===== src/rtl/drkr_pkg.sv =====
// shared types and constants for the dual-role key resolver
package drkr_pkg;

    // dual-role window size, capped at the four entry registers
    localparam int KEY_SLOTS  = 4;
    localparam int SLOT_COUNT = (KEY_SLOTS < 4) ? KEY_SLOTS : 4;
    localparam int MAX_BEATS  = 3;

    // config register indexes
    localparam logic [2:0] REG_WINDOW_BASE = 3'd0;
    localparam logic [2:0] REG_ENTRY_ZERO  = 3'd1;
    localparam logic [2:0] REG_ENTRY_ONE   = 3'd2;
    localparam logic [2:0] REG_ENTRY_TWO   = 3'd3;
    localparam logic [2:0] REG_ENTRY_THREE = 3'd4;

    // action codes
    localparam logic [1:0] ACT_NONE  = 2'd0;
    localparam logic [1:0] ACT_REG   = 2'd1;
    localparam logic [1:0] ACT_UNREG = 2'd2;
    localparam logic [1:0] ACT_TAP   = 2'd3;

    // resolver tracking state
    typedef struct packed {
        logic        holding_valid;
        logic [1:0]  holding_index;
        logic        interrupted;
        logic [15:0] overlap_code;
    } drkr_state_t;

    // result beats produced by one event
    typedef struct packed {
        logic [MAX_BEATS-1:0][1:0]  act;
        logic [MAX_BEATS-1:0][15:0] code;
        logic [1:0]                 count;
        logic                       handled;
        logic                       active;
    } drkr_burst_t;

    // modifier and tap halves of an entry
    function automatic logic [15:0] mod_of(input logic [31:0] entry);
        mod_of = entry[31:16];
    endfunction

    function automatic logic [15:0] tap_of(input logic [31:0] entry);
        tap_of = entry[15:0];
    endfunction

endpackage


===== src/rtl/drkr_resolve.sv =====
// combinational event resolution: result beats and next tracking state
module drkr_resolve (
    input  logic [15:0]                key_code,
    input  logic                       pressed,
    input  logic                       handled_in,
    input  logic [15:0]                window_base,
    input  logic [3:0][31:0]           entries,
    input  drkr_pkg::drkr_state_t      state_cur,
    output drkr_pkg::drkr_state_t      state_next,
    output drkr_pkg::drkr_burst_t      burst
);
    import drkr_pkg::*;

    logic [15:0] diff;
    logic        in_window;
    logic [1:0]  idx;
    logic [31:0] held_entry;
    logic [31:0] key_entry;

    // window hit and slot index
    assign diff      = key_code - window_base;
    assign in_window = (key_code >= window_base) && (diff < 16'(SLOT_COUNT));
    assign idx       = diff[1:0];
    assign held_entry = entries[state_cur.holding_index];
    assign key_entry  = entries[idx];

    // event decision, beats appended in order
    always_comb begin
        logic [1:0] n;
        n          = 2'd0;
        state_next = state_cur;
        burst      = '0;
        burst.handled = handled_in;
        if (!in_window) begin
            if (state_cur.holding_valid && !state_cur.interrupted && pressed) begin
                state_next.interrupted = 1'b1;
                burst.act[n]  = ACT_REG;
                burst.code[n] = mod_of(held_entry);
                n = n + 2'd1;
            end
        end else if (!handled_in) begin
            if (state_cur.holding_valid) begin
                if (idx == state_cur.holding_index) begin
                    if (!pressed) begin
                        if (state_cur.interrupted) begin
                            burst.act[n]  = ACT_UNREG;
                            burst.code[n] = mod_of(held_entry);
                        end else begin
                            burst.act[n]  = ACT_TAP;
                            burst.code[n] = tap_of(held_entry);
                        end
                        n = n + 2'd1;
                        if (state_cur.overlap_code != 16'd0) begin
                            burst.act[n]  = ACT_UNREG;
                            burst.code[n] = state_cur.overlap_code;
                            n = n + 2'd1;
                        end
                        state_next.holding_valid = 1'b0;
                    end
                end else if (pressed) begin
                    if (!state_cur.interrupted) begin
                        state_next.interrupted = 1'b1;
                        burst.act[n]  = ACT_REG;
                        burst.code[n] = mod_of(held_entry);
                        n = n + 2'd1;
                    end
                    if (state_cur.overlap_code != 16'd0) begin
                        burst.act[n]  = ACT_UNREG;
                        burst.code[n] = state_cur.overlap_code;
                        n = n + 2'd1;
                    end
                    state_next.overlap_code = tap_of(key_entry);
                    burst.act[n]  = ACT_REG;
                    burst.code[n] = tap_of(key_entry);
                    n = n + 2'd1;
                end else begin
                    // overlap release compares and sends the tap code
                    if (tap_of(key_entry) == state_cur.overlap_code) begin
                        state_next.overlap_code = 16'd0;
                    end
                    burst.act[n]  = ACT_UNREG;
                    burst.code[n] = tap_of(key_entry);
                    n = n + 2'd1;
                end
            end else if (pressed) begin
                state_next.holding_valid = 1'b1;
                state_next.holding_index = idx;
                state_next.interrupted   = 1'b0;
                state_next.overlap_code  = 16'd0;
            end
            burst.handled = 1'b1;
        end
        // no action still yields one beat
        if (n == 2'd0) begin
            burst.act[0]  = ACT_NONE;
            burst.code[0] = 16'd0;
            n = 2'd1;
        end
        burst.count  = n;
        burst.active = state_next.holding_valid;
    end

endmodule


===== src/rtl/dual_role_key_resolver.sv =====
// dual-role key resolver top level: event register, resolver, result beat buffer
//
//  channel  dir  beat contents (low bit first)
//  s_axis   in   key_code[15:0], pressed[16], handled_in[17], zero pad to 24
//  m_axis   out  action[1:0], code[17:2], handled_out[18], dual_active[19], pad to 24;
//                tlast marks the final beat of an event
//  cfg      in   write enable, register index, 32-bit data
//
// one event is resolved combinationally from the event register into the
// result buffer, then drains one to three beats, one per cycle while m_tready is high.
// a new event is taken every cycle while the buffer is empty or its last beat is taken,
// so a steady stream loads each new event as the last beat of the one before is taken.
// aresetn is synchronous and clears tracking state, config and both buffers.
// stalls on m_tready hold the buffer and back up into the event register.
module dual_role_key_resolver (
    input  logic        aclk,
    input  logic        aresetn,
    input  logic        s_tvalid,
    output logic        s_tready,
    input  logic [23:0] s_tdata,   // key_code, pressed, handled_in
    output logic        m_tvalid,
    input  logic        m_tready,
    output logic [23:0] m_tdata,   // action, code, handled_out, dual_active
    output logic        m_tlast,
    input  logic        cfg_wr_en,
    input  logic [2:0]  cfg_addr,
    input  logic [31:0] cfg_wdata
);
    import drkr_pkg::*;

    logic [15:0]      base_reg;
    logic [3:0][31:0] entry_reg;
    drkr_state_t      state_reg, state_next;
    drkr_burst_t      burst_next, burst_reg;
    logic             in_valid_reg;
    logic [17:0]      in_data_reg;
    logic             buf_free;
    logic             in_move;
    logic             m_take;

    // handshake control
    assign m_take   = m_tvalid && m_tready;
    assign buf_free = (burst_reg.count == 2'd0) || ((burst_reg.count == 2'd1) && m_tready);
    assign in_move  = in_valid_reg && buf_free;
    assign s_tready = aresetn && (!in_valid_reg || in_move);

    // config registers
    always_ff @(posedge aclk) begin
        if (!aresetn) begin
            base_reg  <= '0;
            entry_reg <= '0;
        end else if (cfg_wr_en) begin
            case (cfg_addr)
                REG_WINDOW_BASE: base_reg     <= cfg_wdata[15:0];
                REG_ENTRY_ZERO:  entry_reg[0] <= cfg_wdata;
                REG_ENTRY_ONE:   entry_reg[1] <= cfg_wdata;
                REG_ENTRY_TWO:   entry_reg[2] <= cfg_wdata;
                REG_ENTRY_THREE: entry_reg[3] <= cfg_wdata;
                default: ;
            endcase
        end
    end

    // event input register
    always_ff @(posedge aclk) begin
        if (!aresetn) begin
            in_valid_reg <= 1'b0;
        end else if (s_tready) begin
            in_valid_reg <= s_tvalid;
        end
    end

    always_ff @(posedge aclk) begin
        if (s_tready && s_tvalid) begin
            in_data_reg <= s_tdata[17:0];
        end
    end

    drkr_resolve u_resolve (
        .key_code    (in_data_reg[15:0]),
        .pressed     (in_data_reg[16]),
        .handled_in  (in_data_reg[17]),
        .window_base (base_reg),
        .entries     (entry_reg),
        .state_cur   (state_reg),
        .state_next  (state_next),
        .burst       (burst_next)
    );

    // tracking state advances when an event is resolved
    always_ff @(posedge aclk) begin
        if (!aresetn) begin
            state_reg <= '0;
        end else if (in_move) begin
            state_reg <= state_next;
        end
    end

    // result beat buffer, shifts down as beats are taken
    always_ff @(posedge aclk) begin
        if (!aresetn) begin
            burst_reg <= '0;
        end else if (in_move) begin
            burst_reg <= burst_next;
        end else if (m_take) begin
            burst_reg.act[0]  <= burst_reg.act[1];
            burst_reg.act[1]  <= burst_reg.act[2];
            burst_reg.code[0] <= burst_reg.code[1];
            burst_reg.code[1] <= burst_reg.code[2];
            burst_reg.count   <= burst_reg.count - 2'd1;
        end
    end

    // output beat
    assign m_tvalid = (burst_reg.count != 2'd0);
    assign m_tlast  = (burst_reg.count == 2'd1);
    assign m_tdata  = {4'd0, burst_reg.active, burst_reg.handled,
                       burst_reg.code[0], burst_reg.act[0]};

    // a resolved event always leaves at least one beat
    a_load_gives_beat: assert property (@(posedge aclk) disable iff (!aresetn)
        in_move |=> m_tvalid)
        else $error("resolved event left no result beat");

    // no new event is loaded while more than one beat remains
    a_no_overwrite: assert property (@(posedge aclk) disable iff (!aresetn)
        (m_tvalid && !m_tlast) |-> !in_move)
        else $error("event loaded over pending beats");

    // beat count holds while the output stalls
    a_count_holds: assert property (@(posedge aclk) disable iff (!aresetn)
        (m_tvalid && !m_tready) |=> (burst_reg.count == $past(burst_reg.count)))
        else $error("beat count changed during stall");

endmodule


===== config.mk =====
export PLATFORM = sky130hd
export DESIGN_NAME = dual_role_key_resolver
export DESIGN_NICKNAME = d
export VERILOG_FILES = /design/src/rtl/drkr_pkg.sv /design/src/rtl/drkr_resolve.sv /design/src/rtl/dual_role_key_resolver.sv
export SDC_FILE = /design/constraint.sdc
export NUM_CORES = 1
export LEC_CHECK = 0
export BUFFER_PORTS_ARGS = -buffer_cell sky130_fd_sc_hd__clkbuf_2
export CELL_PAD_IN_SITES_DETAIL_PLACEMENT = 0
export CELL_PAD_IN_SITES_GLOBAL_PLACEMENT = 1
export CORE_ASPECT_RATIO = 1.5
export CORE_MARGIN = 3
export CORE_UTILIZATION = 47
export CTS_BUF_LIST = sky130_fd_sc_hd__clkbuf_2 sky130_fd_sc_hd__clkbuf_4 sky130_fd_sc_hd__clkbuf_8
export DETAILED_ROUTE_END_ITERATION = 16
export PLACE_DENSITY_LB_ADDON = 0.15
export SLEW_MARGIN = 0
export SYNTH_ARGS = -nofsm -noshare
export SYNTH_HDL_FRONTEND = slang
export SYNTH_SLANG_ARGS = --single-unit

===== constraint.sdc =====
create_clock -name aclk -period 3.82 [get_ports aclk]
set_clock_uncertainty 0.05 [all_clocks]
set_input_delay 0.382 -clock aclk [delete_from_list [all_inputs] [get_ports aclk]]
set_output_delay 0.382 -clock aclk [all_outputs]
set_load 0.02 [all_outputs]

* Word-level counts from Yosys, hierarchy flattened
Index checks and enable logic that the tools add are counted.
** Operators by class
- Multiplexer cells :: 89
- Add/subtract/negate cells :: 4
- Reduce and logical (&&, ||, !) cells :: 32
- Magnitude comparators :: 8
- Bitwise operators :: 8
- Equal/unequal tests :: 12
** Operators by type and width (count)
- 2-to-1 mux 54 bit :: 8
- 2-to-1 mux 16 bit :: 18
- 2-to-1 mux 32 bit :: 5
- binary-select mux 32 bit (select 2 bit) :: 2
- bitwise mux 48 bit :: 2
- 2-to-1 mux 34 bit :: 2
- demux 16 bit (select 2 bit) :: 2
- 2-to-1 mux 2 bit :: 27
- 2-to-1 mux 20 bit :: 2
- 2-to-1 mux 17 bit :: 2
- 2-to-1 mux 4 bit :: 6
- == test 16 bit :: 1
- greater-or-equal comparator 16 bit :: 1
- less-than comparator 16 x 3 -> 1 bit (second input constant) :: 1
- nonzero test 16 bit :: 1
- subtractor 16 bit :: 1
- less-than comparator 2 x 3 -> 1 bit (second input constant) :: 4
- AND reduction 6 bit :: 2
- logical AND 1 bit :: 10
- 2-to-1 mux 1 bit :: 10
- AND reduction 2 bit :: 5
- inequality test 3 bit (second input constant) :: 3
- demux 2 bit (select 2 bit) :: 2
- nonzero test 2 bit :: 4
- 23 further kinds :: 32
** Storage, ports and cells
- Word-level logic and storage cells :: 172
- Output and inout bits :: 27
- Register bits after elaboration :: 240

* Depth between registers and ports, before layout
- Word-level depth :: 26
- Gate-level depth with buffers :: 14

* Cells and area by module
From an unflattened synthesis, not the netlist that was laid out.
** Unflattened totals
- Cells, all modules :: 1641
- Area total of the unflattened synthesis :: 13575.5 um^2
** By module, submodules not included
- dual_role_key_resolver :: instances 1, cells an instance 1069, seq. area each 5004.8 um^2, area each 9064.9 um^2
- drkr_resolve :: instances 1, cells an instance 572, seq. area each 0.0 um^2, area each 4510.6 um^2

* Least setup slack after synthesis
OpenSTA, ideal clock, no wires.
- Kind :: register -> register
- Start point :: reg in_data_reg[0]
- End point :: reg state_reg[10] (netlist name)
- Arrival :: 3286 ps
- Period minus slack after synthesis :: 3455 ps
- Cell stages (with the launch flop) :: 13
- Path slack :: 365 ps
- Library setup time :: 120 ps
- Buffers on the path :: 3
- Required time :: 3650 ps
- Cell sequence :: edfxtp_1 inv_1 ha_1 fa_1 clkbuf_1 clkbuf_1 mux4_2 xnor2_1 nand4_1 nor4_1 o2111ai_4 buf_6 mux2i_1
** Between the ends
- Longest elaborated chain between the ends :: 6
** RTL lines
- from (decl) :: RTL line dual_role_key_resolver.sv:36 : logic [17:0] in_data_reg;
- from (signal assigned) :: RTL line dual_role_key_resolver.sv:75 : in_data_reg <= s_tdata[17:0];
- subtractor 16 bit :: RTL line drkr_resolve.sv:21 : assign diff = key_code - window_base;
- binary-select mux 32 bit (select 2 bit) :: RTL line drkr_resolve.sv:25 : assign key_entry = entries[idx];
- 2-to-1 mux 16 bit (not written as such) :: RTL line drkr_resolve.sv:25
- == test 16 bit / 2-to-1 mux 16 bit (equally long branches) :: RTL line drkr_resolve.sv:78, drkr_resolve.sv:60
- nonzero test 3 bit (no line) / 2-to-1 mux 17 bit (equally long branches)
- AND reduction 6 bit (no line) / 2-to-1 mux 17 bit (equally long branches)
- to (signal assigned) :: RTL line dual_role_key_resolver.sv:95 : state_reg <= state_next;
- to (decl) :: RTL line dual_role_key_resolver.sv:33 : drkr_state_t state_reg, state_next;
Parallel ways exist; a longest one is shown, timed or not. The select of a mux whose other input is x is not followed.
A chain may end at the register's enable or synchronous reset.

* Final worst setup path
- Start point :: reg in_data_reg[0]
- End point :: reg burst_reg[39] (netlist name)
** Between the ends
- Longest elaborated chain between the ends :: 9
** RTL lines
- subtractor 16 bit :: RTL line drkr_resolve.sv:21
- binary-select mux 32 bit (select 2 bit) :: RTL line drkr_resolve.sv:25
- 2-to-1 mux 16 bit (not written as such) :: RTL line drkr_resolve.sv:25
- bitwise mux 48 bit :: RTL line drkr_resolve.sv:74 : burst.code[n] = tap_of(key_entry);
- 2-to-1 mux 32 bit :: RTL line drkr_resolve.sv:60 : end else if (pressed) begin
- 2-to-1 mux 16 bit :: RTL line drkr_resolve.sv:43 : if (idx == state_cur.holding_index) begin
- 2-to-1 mux 54 bit :: RTL line drkr_resolve.sv:42 : if (state_cur.holding_valid) begin
- 2-to-1 mux 54 bit :: RTL line drkr_resolve.sv:41 : end else if (!handled_in) begin
- 2-to-1 mux 32 bit * :: RTL line drkr_resolve.sv:34 : if (!in_window) begin
- to (signal assigned) :: RTL line dual_role_key_resolver.sv:104 : burst_reg <= burst_next;
- to (decl) :: RTL line dual_role_key_resolver.sv:34 : drkr_burst_t burst_next, burst_reg;
Every way passes the cells marked *; elsewhere a longest branch is shown, timed or not. The select of a mux whose other input is x is not followed.

==> flow_metrics.py <==
metrics = {
    "clock_network": {
        "cts.repair_timing.setup_buffer_count": 0,
        "clkSinkCount": 239,
        "insertion_delay_of_the_later_clocked_pin_in_the_worst_skew_pair_ns": 0.56,
        "tritoncts": "yes",
        "cts.path.max_buffers": 3,
        "worst_setup_hold_path_clk_slew_ns": 0.06,
        "clockRootBuffer": "sky130_fd_sc_hd__clkbuf_8",
        "clock_tree.htree_level_count": 2,
        "cts_inserted_buffers": 40,
    },
    "cells_and_area": {
        "finish.net_count": 1635,
        "layout_common_cells": "sky130_fd_sc_hd__nand2_1, sky130_fd_sc_hd__dfxtp_1, sky130_fd_sc_hd__a21oi_1",
        "fillerInstances": 2443,
        "antenna_cells": 0,
        "utilization": 0.540,
        "most_common_cell_after_layout_fill_and_taps_aside": "sky130_fd_sc_hd__nand2_1",
        "layout-area-overhead-vs-synth_pct": 12.7,
        "share_of_layout_cells_above_drive_strength_1": 0.165,
        "largest_register_ff_count": 128,
    },
    "synthesis": {
        "number_of_warnings_issued_by_yosys": 0,
        "ys_seq_elements": 239,
        "yosys.area_share.adder": 0.0228,
        "ys_top_cells_by_area": "sky130_fd_sc_hd__dfxtp_1, sky130_fd_sc_hd__nand2_1, sky130_fd_sc_hd__mux4_2, sky130_fd_sc_hd__a21oi_1, sky130_fd_sc_hd__edfxtp_1",
        "parity_gate_share_of_the_synthesized_area_counting_xor_and_xnor_cells": 0.0170,
        "synth-edff-count": 18,
        "synthFlopType": "sky130_fd_sc_hd__dfxtp_1",
        "synth_cell_type_count": 71,
        "post_synth_and_or_nand_nor_area_fraction": 0.201,
        "synthMuxAreaShare": 0.117,
        "post-synth-top-area-cell": "sky130_fd_sc_hd__dfxtp_1",
        "synth.cell_area_mm2": 0.0124,
        "synthesis.instances": 1498,
        "synth_top_area_share": 0.357,
        "synthesis.area_per_instance_um2": 8.27,
        "synth_compound_area_frac": 0.184,
        "largest_family_of_logic_cells_by_synthesized_area": "simple AND/OR/NAND/NOR gates",
        "async_flop_share": 0,
        "synth.yosys.seq_area_share": 0.401,
    },
    "grt": {
        "grt_total_ovfl": 0,
        "number_of_global_route_vias_before_repair": 10500,
        "antenna_found_initial": 0,
        "grt_first_pass_wirelength_mm": 59.2,
        "largest_net_degree_at_the_start_of_global_routing": 90,
        "grt.total_usage": 0.259,
    },
    "sta": {
        "min_period_ns": 3.60,
        "setup_viol_count_final": 0,
        "hold_ws_ns": 0.0404,
        "postLayoutSetupSlackWorst_ns": 0.223,
        "slew_violations": 0,
        "fmax_ghz": 0.278,
        "worst_slew_pin_slew_ns": 0.977,
        "max_slew_margin": 0.349,
        "rsz0062_at_grt": "no",
        "finalHoldViolations": 0,
        "timing.final.crit_share": 0.942,
        "setup_tns_final_ns": 0,
    },
    "critical_path": {
        "critPathRequiredTime_ns": 4.27,
        "regToRegStartpoint": "in_data_reg[0]",
        "path_depth": 14,
        "worst_r2r_path_depth": 14,
        "end_kind": "register",
        "count_of_buffer_and_inverter_cells_on_the_critical_path": 3,
        "cpMaxStageDelayCell": "sky130_fd_sc_hd__fa_1",
        "worst-path-max-fanout": 17,
        "cp_cell_sequence": "inv_1 -> ha_1 -> fa_1 -> nand2b_1 -> a211oi_4 -> o21ai_2 -> and3_1 -> or3_4 -> a2111oi_4 -> buf_4 -> nand4_4 -> nor4_4 -> buf_12 -> a22o_1",
        "crit_start": "in_data_reg[0]",
        "crit_arrival_ns": 4.05,
        "cp_slowest_stage_delay_ns": 0.42,
        "critical_path.top_delay_family": "simple AND/OR/NAND/NOR gates",
        "worst_setup_path_type": "reg -> reg",
        "cp-start-kind": "register",
    },
    "routing": {
        "dr.first_iter.drc_count": 889,
        "avgViaCountPerCell": 5.74,
        "firstDrtPassIters": 5,
        "route.final.wire_length_mm": 37.3,
        "drt-wirelength-per-cell_um": 19.6,
        "final_antenna_net_count": 0,
        "detailroute.via_count": 10900,
        "post-route-drc-count": 0,
    },
    "pwr": {
        "clk_pwr_share": 0.397,
        "p_per_area_mw_per_mm2": 418,
        "irDropWorstVdd_uv": 277,
        "power.combinational.fraction": 0.143,
        "internal_power_mw": 4.21,
        "seqPwrFrac": 0.460,
        "netSwitchingFraction": 0.279,
        "p_switching_mw": 1.63,
        "power.static_leakage_nw": 5.11,
    },
    "hold_path": {
        "hold_path_depth": 3,
        "hold_path.startpoint": "cfg_wdata[18]",
        "worstHoldPathType": "in -> reg",
    },
    "placed_design": {
        "setup_slack_at_placement_ns": 0.102,
        "detailedPlacementHpwl_mm": 25.5,
        "io_buffer_count": 80,
        "place_congestion": 0.889,
    },
    "run_status": {
        "status": "completed",
    },
    "floorplan": {
        "core_region_area_mm2": 0.0259,
        "placementRows": 72,
        "die-width_um": 139,
        "die_h_um": 205,
        "design.portCount": 91,
        "effective_utilization_at_floorplan": 0.479,
        "floorplan.die_area_mm2": 0.0284,
    },
    "flow_run": {
        "timing.max_cap.violations": 0,
    },
}
[worst reg2reg max path, cell delays in order (launching register included)]
cell                        delay [ns]
sky130_fd_sc_hd__edfxtp_1         0.32
sky130_fd_sc_hd__inv_1            0.04
sky130_fd_sc_hd__ha_1             0.20
sky130_fd_sc_hd__fa_1             0.42
sky130_fd_sc_hd__nand2b_1         0.20
sky130_fd_sc_hd__a211oi_4         0.32
sky130_fd_sc_hd__o21ai_2          0.10
sky130_fd_sc_hd__and3_1           0.18
sky130_fd_sc_hd__or3_4            0.39
sky130_fd_sc_hd__a2111oi_4        0.33
sky130_fd_sc_hd__buf_4            0.20
sky130_fd_sc_hd__nand4_4          0.16
sky130_fd_sc_hd__nor4_4           0.32
sky130_fd_sc_hd__buf_12           0.19
sky130_fd_sc_hd__a22o_1           0.13
[what timing repair did]
action,CTS,global route
endpoints found under the hold margin,19,0
resized for setup,0,1
endpoints found under the setup margin,0,26
hold buffers,19,0
[cells in the mapped netlist, drive strengths merged (4+ instances only)]
| master | n |
|---|---|
| a22oi | 20 |
| or2 | 4 |
| mux4 | 48 |
| xor2 | 9 |
| nand2 | 435 |
| and2 | 4 |
| nor3 | 12 |
| dfxtp | 221 |
| mux2i | 33 |
| a22o | 16 |
| o211ai | 16 |
| a31oi | 17 |
| xnor2 | 15 |
| nor4 | 9 |
| clkbuf | 87 |
| nand3 | 50 |
| nand4 | 7 |
| edfxtp | 18 |
| a2bb2oi | 4 |
| ha | 21 |
| and3 | 10 |
| nand2b | 10 |
| nor2 | 35 |
| o22ai | 14 |
| inv | 27 |
| o21ai | 55 |
| buf | 41 |
| nor2b | 7 |
| a21oi | 210 |
| a21o | 4 |
[power by group through the flow]
stage | combinational (mW) | clock, mW | sequential [mW]
3_5_place_dp | 0.818 | 0 | 2.74
6_report | 0.834 | 2.32 | 2.69
3_3_place_gp | 0.807 | 0 | 2.74
2_1_floorplan | 0.592 | 0 | 2.72
4_1_cts | 0.836 | 2.37 | 2.69
5_1_grt | 0.921 | 2.48 | 2.70
[routing by layer]
metal | part of all wire | up-vias | GRT usage
li1 | - | 5329 | -
met1 | 0.42 | 5227 | 0.324
met2 | 0.51 | 297 | 0.462
met3 | 0.041 | 73 | 0.0339
met4 | 0.031 | 0 | 0.0840
met5 | 0 | - | 0
[final timing paths]
check	end	slack (ns)
hold reg to reg	entry_reg[117]	0.40
setup / recovery	burst_reg[39]	0.22
hold / removal	entry_reg[18]	0.04
setup reg to reg	burst_reg[39]	0.22
[kinds of logic after synthesis]
family | after synthesis
DFF | 239
xor gates and xnor gates | 24
and+or+nand+nor | 588
adders and majority gates | 22
muxes | 84
other | 1
AOI/OAI and AO/OA | 383
buffers and inverters | 157
[per-stage QoR]
stage	cell area [µm²]	std cells	power, mW
CTS	14000	1905	5.90
finish	14000	1905	5.84
floorplan	12400	1501	3.31
detailed placement	13000	1821	3.56
global route	14000	1905	6.10
global placement	13000	1821	3.55
[cell type report]
type | count | area (µm²) | area share
Multi-Input combinational cell | 1105 | 6750 | 0.483
Clock inverter | 3 | 18.8 | 0.00134
Sequential cell | 239 | 4970 | 0.356
Inverter | 29 | 111 | 0.00797
Tap cell | 333 | 417 | 0.0298
Timing Repair Buffer | 134 | 916 | 0.0656
Clock buffer | 62 | 785 | 0.0562
No activity file was read; power rests on OpenSTA's default activity.
